<file path="src/idp_pkg.sv">
`timescale 1ns / 1ps
// Shared types and constants for the ISO date parser.
// No dependencies; imported by idp_char_parser, idp_day_calc and the top level.
package idp_pkg;

   // result status codes
   localparam logic [1:0] STATUS_OK        = 2'd0;
   localparam logic [1:0] STATUS_FORMAT    = 2'd1;
   localparam logic [1:0] STATUS_BAD_MONTH = 2'd2;
   localparam logic [1:0] STATUS_BAD_DAY   = 2'd3;

   // character codes
   localparam logic [7:0] CHAR_DASH = 8'h2D;
   localparam logic [7:0] CHAR_ZERO = 8'h30;
   localparam logic [7:0] CHAR_NINE = 8'h39;

   // character positions within YYYY-MM-DD
   localparam logic [3:0] POS_YEAR_HI0 = 4'd0;
   localparam logic [3:0] POS_YEAR_HI1 = 4'd1;
   localparam logic [3:0] POS_YEAR_LO0 = 4'd2;
   localparam logic [3:0] POS_YEAR_LO1 = 4'd3;
   localparam logic [3:0] POS_DASH_A   = 4'd4;
   localparam logic [3:0] POS_MONTH0   = 4'd5;
   localparam logic [3:0] POS_MONTH1   = 4'd6;
   localparam logic [3:0] POS_DASH_B   = 4'd7;
   localparam logic [3:0] POS_DAY1     = 4'd9;
   localparam logic [3:0] POS_LIMIT    = 4'd10;
   localparam logic [3:0] POS_SAT      = 4'd15;

   // fields of one parsed date, handed from the parser to the day calculator
   typedef struct packed {
      logic [13:0] year;      // full accumulated year
      logic [6:0]  year_hi;   // first two year digits
      logic [6:0]  year_lo;   // last two year digits
      logic [6:0]  month;
      logic [6:0]  day;
      logic        format_ok; // ten characters, all in the right form
   } snap_type;

endpackage

</file>
<file path="src/idp_char_parser.sv">
`timescale 1ns / 1ps
// Character stage: checks the YYYY-MM-DD format and accumulates the fields.
// Depends on idp_pkg; feeds a snapshot register read by idp_day_calc.
module idp_char_parser (
   input  logic              clock,
   input  logic              reset,
   input  logic              req_valid,
   output logic              req_ready,
   input  logic [7:0]        req_char_code,
   input  logic              req_last_char,
   output logic              snap_valid,
   input  logic              snap_ready,
   output idp_pkg::snap_type snap
);
   import idp_pkg::*;

   logic [3:0]  pos_ff, pos_in;
   logic [13:0] year_ff, year_in;
   logic [6:0]  year_hi_ff, year_hi_in;
   logic [6:0]  year_lo_ff, year_lo_in;
   logic [6:0]  month_ff, month_in;
   logic [6:0]  day_ff, day_in;
   logic        bad_ff, bad_in;
   logic        snap_valid_ff, snap_valid_in;
   snap_type    snap_ff, snap_in;

   logic        accept;
   logic        is_digit;
   logic [3:0]  digit;
   logic        bad_now;

   assign req_ready  = !snap_valid_ff || snap_ready;
   assign accept     = req_valid && req_ready;
   assign snap_valid = snap_valid_ff;
   assign snap       = snap_ff;

   assign is_digit = (req_char_code >= CHAR_ZERO) && (req_char_code <= CHAR_NINE);
   assign digit    = 4'(req_char_code - CHAR_ZERO);

   // format check and field accumulation for the current character
   always_comb begin
      year_in    = year_ff;
      year_hi_in = year_hi_ff;
      year_lo_in = year_lo_ff;
      month_in   = month_ff;
      day_in     = day_ff;
      bad_now    = 1'b0;
      if (pos_ff >= POS_LIMIT) begin
         bad_now = 1'b1;
      end else if (pos_ff == POS_DASH_A || pos_ff == POS_DASH_B) begin
         bad_now = (req_char_code != CHAR_DASH);
      end else if (!is_digit) begin
         bad_now = 1'b1;
      end else begin
         case (pos_ff)
            POS_YEAR_HI0, POS_YEAR_HI1: begin
               year_in    = 14'(year_ff * 14'd10 + 14'(digit));
               year_hi_in = 7'(year_hi_ff * 7'd10 + 7'(digit));
            end
            POS_YEAR_LO0, POS_YEAR_LO1: begin
               year_in    = 14'(year_ff * 14'd10 + 14'(digit));
               year_lo_in = 7'(year_lo_ff * 7'd10 + 7'(digit));
            end
            POS_MONTH0, POS_MONTH1: month_in = 7'(month_ff * 7'd10 + 7'(digit));
            default:                day_in   = 7'(day_ff * 7'd10 + 7'(digit));
         endcase
      end
      bad_in = bad_ff || bad_now;
      pos_in = (pos_ff == POS_SAT) ? pos_ff : 4'(pos_ff + 4'd1);

      // snapshot of the finished string
      snap_in.year      = year_in;
      snap_in.year_hi   = year_hi_in;
      snap_in.year_lo   = year_lo_in;
      snap_in.month     = month_in;
      snap_in.day       = day_in;
      snap_in.format_ok = !bad_in && (pos_ff == POS_DAY1);

      snap_valid_in = snap_valid_ff;
      if (snap_ready) begin
         snap_valid_in = 1'b0;
      end
      if (accept && req_last_char) begin
         snap_valid_in = 1'b1;
      end
   end

   // accumulator state; cleared after the last character of a string
   always_ff @(posedge clock) begin
      if (reset) begin
         pos_ff        <= '0;
         year_ff       <= '0;
         year_hi_ff    <= '0;
         year_lo_ff    <= '0;
         month_ff      <= '0;
         day_ff        <= '0;
         bad_ff        <= 1'b0;
         snap_valid_ff <= 1'b0;
      end else begin
         snap_valid_ff <= snap_valid_in;
         if (accept) begin
            if (req_last_char) begin
               pos_ff     <= '0;
               year_ff    <= '0;
               year_hi_ff <= '0;
               year_lo_ff <= '0;
               month_ff   <= '0;
               day_ff     <= '0;
               bad_ff     <= 1'b0;
            end else begin
               pos_ff     <= pos_in;
               year_ff    <= year_in;
               year_hi_ff <= year_hi_in;
               year_lo_ff <= year_lo_in;
               month_ff   <= month_in;
               day_ff     <= day_in;
               bad_ff     <= bad_in;
            end
         end
      end
   end

   // snapshot payload
   always_ff @(posedge clock) begin
      if (accept && req_last_char) begin
         snap_ff <= snap_in;
      end
   end

endmodule

</file>
<file path="src/idp_day_calc.sv">
`timescale 1ns / 1ps
// Result stage: range checks and proleptic Gregorian day number.
// Depends on idp_pkg; takes the snapshot from idp_char_parser.
module idp_day_calc (
   input  logic              clock,
   input  logic              reset,
   input  logic              snap_valid,
   output logic              snap_ready,
   input  idp_pkg::snap_type snap,
   output logic              rsp_valid,
   input  logic              rsp_ready,
   output logic [1:0]        rsp_status,
   output logic [13:0]       rsp_year_value,
   output logic [6:0]        rsp_month_value,
   output logic [6:0]        rsp_day_value,
   output logic [21:0]       rsp_day_number
);
   import idp_pkg::*;

   // days in a month, February given separately for leap years
   function automatic logic [4:0] month_length(input logic [3:0] m, input logic leap);
      logic [4:0] len;
      case (m)
         4'd2:                      len = leap ? 5'd29 : 5'd28;
         4'd4, 4'd6, 4'd9, 4'd11:   len = 5'd30;
         default:                   len = 5'd31;
      endcase
      return len;
   endfunction

   // days before the first of month m in a common year
   function automatic logic [8:0] days_before(input logic [3:0] m);
      logic [8:0] n;
      case (m)
         4'd1:    n = 9'd0;
         4'd2:    n = 9'd31;
         4'd3:    n = 9'd59;
         4'd4:    n = 9'd90;
         4'd5:    n = 9'd120;
         4'd6:    n = 9'd151;
         4'd7:    n = 9'd181;
         4'd8:    n = 9'd212;
         4'd9:    n = 9'd243;
         4'd10:   n = 9'd273;
         4'd11:   n = 9'd304;
         4'd12:   n = 9'd334;
         default: n = 9'd0;
      endcase
      return n;
   endfunction

   logic        rsp_valid_ff;
   logic [1:0]  status_ff, status_in;
   logic [13:0] year_ff;
   logic [6:0]  month_ff, day_ff;
   logic [21:0] dnum_ff, dnum_in;

   logic        lo_nz;
   logic        leap;
   logic [3:0]  m4;
   logic        month_ok;
   logic        day_ok;
   logic [21:0] leaps;
   logic        load;

   assign snap_ready = !rsp_valid_ff || rsp_ready;
   assign load       = snap_valid && snap_ready;

   assign rsp_valid       = rsp_valid_ff;
   assign rsp_status      = status_ff;
   assign rsp_year_value  = year_ff;
   assign rsp_month_value = month_ff;
   assign rsp_day_value   = day_ff;
   assign rsp_day_number  = dnum_ff;

   // leap rule on the two-digit halves: century years follow the upper half
   assign lo_nz    = |snap.year_lo;
   assign leap     = lo_nz ? (snap.year_lo[1:0] == 2'd0) : (snap.year_hi[1:0] == 2'd0);
   assign m4       = snap.month[3:0];
   assign month_ok = (snap.month >= 7'd1) && (snap.month <= 7'd12);
   assign day_ok   = (snap.day >= 7'd1) && (snap.day <= 7'(month_length(m4, leap)));

   // leap years in 0 .. year-1 = ceil(y/4) - ceil(y/100) + ceil(y/400)
   assign leaps = 22'(snap.year_hi) * 22'd24
                + 22'(7'(snap.year_lo + 7'd3) >> 2)
                + 22'(snap.year_hi >> 2)
                + 22'(snap.year_hi[1:0] != 2'd0 && !lo_nz);

   always_comb begin
      dnum_in = '0;
      if (!snap.format_ok) begin
         status_in = STATUS_FORMAT;
      end else if (!month_ok) begin
         status_in = STATUS_BAD_MONTH;
      end else if (!day_ok) begin
         status_in = STATUS_BAD_DAY;
      end else begin
         status_in = STATUS_OK;
         dnum_in   = 22'(snap.year) * 22'd365 + leaps
                   + 22'(days_before(m4))
                   + 22'(leap && (m4 > 4'd2))
                   + 22'(snap.day);
      end
   end

   always_ff @(posedge clock) begin
      if (reset) begin
         rsp_valid_ff <= 1'b0;
      end else if (snap_ready) begin
         rsp_valid_ff <= snap_valid;
      end
   end

   // result payload
   always_ff @(posedge clock) begin
      if (load) begin
         status_ff <= status_in;
         year_ff   <= snap.year;
         month_ff  <= snap.month;
         day_ff    <= snap.day;
         dnum_ff   <= dnum_in;
      end
   end

endmodule

</file>
<file path="src/iso_date_parse_to_day_number_top.sv">
`timescale 1ns / 1ps
// ISO 8601 date parser: one character per request, one result per date string.
// Throughput: one character per cycle while req_ready is high, set by the accumulators.
// The edge that accepts the last character loads the snapshot register, and the result
// register loads from it once snap_ready is high; rsp_valid is raised with that load.
// Reset (synchronous, active high) clears position, accumulators and valid flags.
module iso_date_parse_to_day_number_top (
   input  logic        clock,
   input  logic        reset,
   input  logic        req_valid,
   output logic        req_ready,
   input  logic [7:0]  req_char_code,
   input  logic        req_last_char,
   output logic        rsp_valid,
   input  logic        rsp_ready,
   output logic [1:0]  rsp_status,
   output logic [13:0] rsp_year_value,
   output logic [6:0]  rsp_month_value,
   output logic [6:0]  rsp_day_value,
   output logic [21:0] rsp_day_number
);
   import idp_pkg::*;

   logic     snap_valid;
   logic     snap_ready;
   snap_type snap;

   // character parsing and accumulation
   idp_char_parser u_parser (
      .clock         (clock),
      .reset         (reset),
      .req_valid     (req_valid),
      .req_ready     (req_ready),
      .req_char_code (req_char_code),
      .req_last_char (req_last_char),
      .snap_valid    (snap_valid),
      .snap_ready    (snap_ready),
      .snap          (snap)
   );

   // range checks and day number
   idp_day_calc u_calc (
      .clock           (clock),
      .reset           (reset),
      .snap_valid      (snap_valid),
      .snap_ready      (snap_ready),
      .snap            (snap),
      .rsp_valid       (rsp_valid),
      .rsp_ready       (rsp_ready),
      .rsp_status      (rsp_status),
      .rsp_year_value  (rsp_year_value),
      .rsp_month_value (rsp_month_value),
      .rsp_day_value   (rsp_day_value),
      .rsp_day_number  (rsp_day_number)
   );

endmodule
</file>
<file path="config.mk">
export PLATFORM = sky130hd
export DESIGN_NAME = iso_date_parse_to_day_number_top
export DESIGN_NICKNAME = d
export VERILOG_FILES = /design/src/idp_pkg.sv /design/src/idp_char_parser.sv /design/src/idp_day_calc.sv /design/src/iso_date_parse_to_day_number_top.sv
export SDC_FILE = /design/constraint.sdc
export NUM_CORES = 1
export LEC_CHECK = 0
export BUFFER_PORTS_ARGS = -buffer_cell sky130_fd_sc_hd__buf_4
export CAP_MARGIN = 25
export CORE_MARGIN = 5
export CORE_UTILIZATION = 35
export CTS_CLUSTER_DIAMETER = 200
export DETAILED_ROUTE_END_ITERATION = 6
export HOLD_SLACK_MARGIN = 0.15
export PLACE_DENSITY = 0.52
export SYNTH_ARGS = -nofsm -noshare
export SYNTH_HDL_FRONTEND = slang
export SYNTH_HIERARCHICAL = 1
export SYNTH_SLANG_ARGS = --single-unit
</file>
<file path="constraint.sdc">
create_clock -name clock -period 7.4 [get_ports clock]
set_input_delay 0.74 -clock clock [delete_from_list [all_inputs] [get_ports clock]]
set_output_delay 0.74 -clock clock [all_outputs]
set_load 0.03 [all_outputs]
</file>
==> summary.txt <==
Finish
  – Nets: 1434
  – Finished Cell Area: 0.0133 sq mm
  – Final Non-Filler Cells: 1627
  – Filler Cell Count: 3305
  – P&R area growth vs syn: 13.2%
  – Util after Layout: between 30% and 40%
  – Layout cells sized above 1: about an eighth
  – Antenna Cells: 0

Routing
  – WL per Instance: 15.5 microns
  – Number of routed nets with antenna violations: 0
  – Drt via density: approximately 4.8
  – Drt drc: 0
  – Via count: 7866
  – Drt pass-1 iters: 5
  – Routed wire length: 25100 microns
  – DRT iter0 DRCs: 362

Timing
  – Setup ws final: ~1300 ps
  – Fin. max-slew vios: 0
  – Worst-Margin Slew: 876 ps
  – Final Hold Viols: 0
  – Hold_ws: 457 ps
  – Max-Slew Margin vs Limit: 40.1%
  – Period utilization: about 83%
  – Clock skew: roughly 13 ps
  – Final setup fails: 0
  – F_max: 163 MHz
  – Setup TNS: 0 ps
  – Min Tclk post-route: 6140 ps
  – RSZ-0062 raised after global routing: false

Logic synthesis
  – Synth Area in XOR/XNOR: 5.68%
  – Top-count cell post-synth: ha_1
  – Adder-cell area share of the yosys netlist: 32.6%
  – Post-synthesis register bit count: 144
  – Synth top area share: 24.2%
  – Syn Std Cell Area: between 0.01 and 0.015 sq mm
  – Mapped Cells: 1101
  – Ys Warns: 6
  – Sequential-to-total area share from yosys stat: 32.6%
  – Unique masters post-synth: 66
  – Mux cell area share after synthesis: about 2.8%
  – EDFF count, synth: 95
  – Syn_area_per_cell: between 10 and 15 sq um
  – Main synth FF type: edfxtp_1
  – Syn nets: 1369
  – Complex-gate fraction of the synthesized area: 10.8%
  – Largest family of logic cells by synthesized area: adder cells
  – Asr flop ratio synth: 0%
  – Dominant cell type by area after synthesis: edfxtp_1
  – Most frequent cells after synthesis: ha_1, inv_1, nor2_1
  – Synth area leaders: edfxtp_1, ha_1, fa_1
  – Post-synthesis simple-gate area fraction: 9.66%

Clock network
  – Num CTS Buffers: 17
  – CTS root buf: clkbuf_16
  – Setup bufs post-CTS: 0
  – Post_cts resized: 0
  – Clk pin slew, worst setup/hold paths: 80 ps
  – CTS hold repair buffers: 0
  – TritonCTS clock tree: done
  – CTS Sinks: 144
  – H-tree depth: 4
  – Clock latency on the worst-skew pair: 440 ps
  – Clk buf depth: 2

Setup path
  – Critical Path End Type: flop
  – Worst EP required: 7700 ps
  – Flop2flop setup slack: 1260 ps
  – CP arrival: 6440 ps
  – CP max FO: 6
  – CP startpoint kind: flop
  – Setup CP Type: flop to flop

Floorplanning
  – Overall die width: a little under 200 microns
  – Die area: 0.0374 sq mm
  – Die height: 193 microns
  – IO Pins: 67
  – Core area: 0.0334 sq mm
  – Starting Density: 35.3%
  – Core Rows: 67

Global route
  – Initial antenna violation count: 0
  – Pin count of the biggest net entering global routing: 53
  – Vias in the first global route: 8057
  – GRT overflow: 0
  – Gr usage total: 13.8%
  – First-pass GRT wire length: 42000 microns

Pwr
  – Total power: 3.75 mW
  – Max VDD drop: 186 uV
  – PD cells: 282 mW/mm^2
  – Leak: roughly 6 nW

Placement
  – Place WS: 1300 ps
  – Placer Congestion: 0.860
  – HPWL Detailed: 19400 microns
  – Placed Instances: 1595
  – Placed Area: 0.0128 sq mm
  – IO buf count: 66

Hold path
  – Worst hold path class: flop to flop

Status
  – Status: finished clean

Run
  – Max Cap Viol: 0
[per-layer routing]
metal	vias to the layer above	GRT usage [%]	part of all wire (%)
met4	0	3.30	1.1
met2	101	23.5	48
met3	14	2.23	2.5
met1	3803	18.5	48
li1	3948	-	-
met5	-	0	0
[final cells by class]
cell class | count | area (sq um) | area share, %
Multi-Input combinational cell | 774 | 7240 | 54.4
Sequential cell | 144 | 3830 | 28.8
Inverter | 159 | 597 | 4.48
Tap cell | 448 | 561 | 4.21
Timing Repair Buffer | 70 | 526 | 3.95
Clock buffer | 18 | 439 | 3.30
Clock inverter | 14 | 123 | 0.921
[cell usage in the layout (no fill, tap or decap), drive strengths merged, types with 6 or more instances in the layout]
master	synthesis	final
a22oi	38	38
nor2b	12	12
nand2	29	29
mux2	26	26
ha	169	169
a21o	15	15
nor4	10	10
nand4	10	10
clkinv	1	6
edfxtp	95	95
nand3	12	12
and2	10	10
inv	158	165
dfxtp	49	49
buf	4	70
nor3b	9	9
fa	86	86
nor3	12	12
xor2	18	18
o21bai	6	6
clkbuf	20	18
nor2	99	99
o21ai	31	31
a21oi	66	66
xnor2	54	54
[kinds of logic after synthesis]
kind of cell / Yosys count
muxes: 29
buffers and inverters: 183
adders and majority gates: 255
AOI/OAI and AO/OA: 195
xor gates and xnor gates: 73
and+or+nand+nor: 222
DFF: 144
[registers in the layout (all words and copies together), names as in the netlist, 4 cells and up]
signal	flops
u_calc/rsp_month_value	7
u_parser/year_ff	14
u_parser/snap	43
u_parser/year_hi_ff	7
u_calc/rsp_day_number	22
u_calc/rsp_day_value	7
u_calc/rsp_year_value	14
u_parser/month_ff	7
u_parser/pos_ff	4
u_parser/day_ff	7
u_parser/year_lo_ff	7
[power by group]
part / leakage, nW / total [mW] / internal, mW / switching (mW)
clock: 0.275 / 0.831 / 0.450 / 0.381
sequential: 1.28 / 0.893 / 0.877 / 0.0167
combinational: 4.36 / 2.03 / 0.859 / 1.17
total: 5.92 / 3.75 / 2.19 / 1.57
[critical path, stage by stage (launching register included)]
cell	delay, ps
edfxtp_1	470
ha_1	250
fa_1	490
inv_1	50
fa_1	490
inv_1	40
ha_1	300
fa_1	480
fa_1	490
inv_1	50
fa_1	520
inv_1	40
ha_1	290
ha_1	380
a21o_1	220
a311o_1	370
a2111oi_4	370
nor4_1	130
or4b_1	510
nand2_1	70
[path summary, 6_finish.rpt]
path	start	to	depth (start not counted)
min reg2reg	u_parser/snap[14]$_DFFE_PP_	u_calc/rsp_month_value[6]$_DFFE_PP_	0
max	u_parser/snap[23]$_DFFE_PP_	u_calc/rsp_day_number[21]$_SDFFCE_PN0P_	19
min	u_parser/snap[14]$_DFFE_PP_	u_calc/rsp_month_value[6]$_DFFE_PP_	0
max reg2reg	u_parser/snap[23]$_DFFE_PP_	u_calc/rsp_day_number[21]$_SDFFCE_PN0P_	19
(Power assumes the default switching activity.)
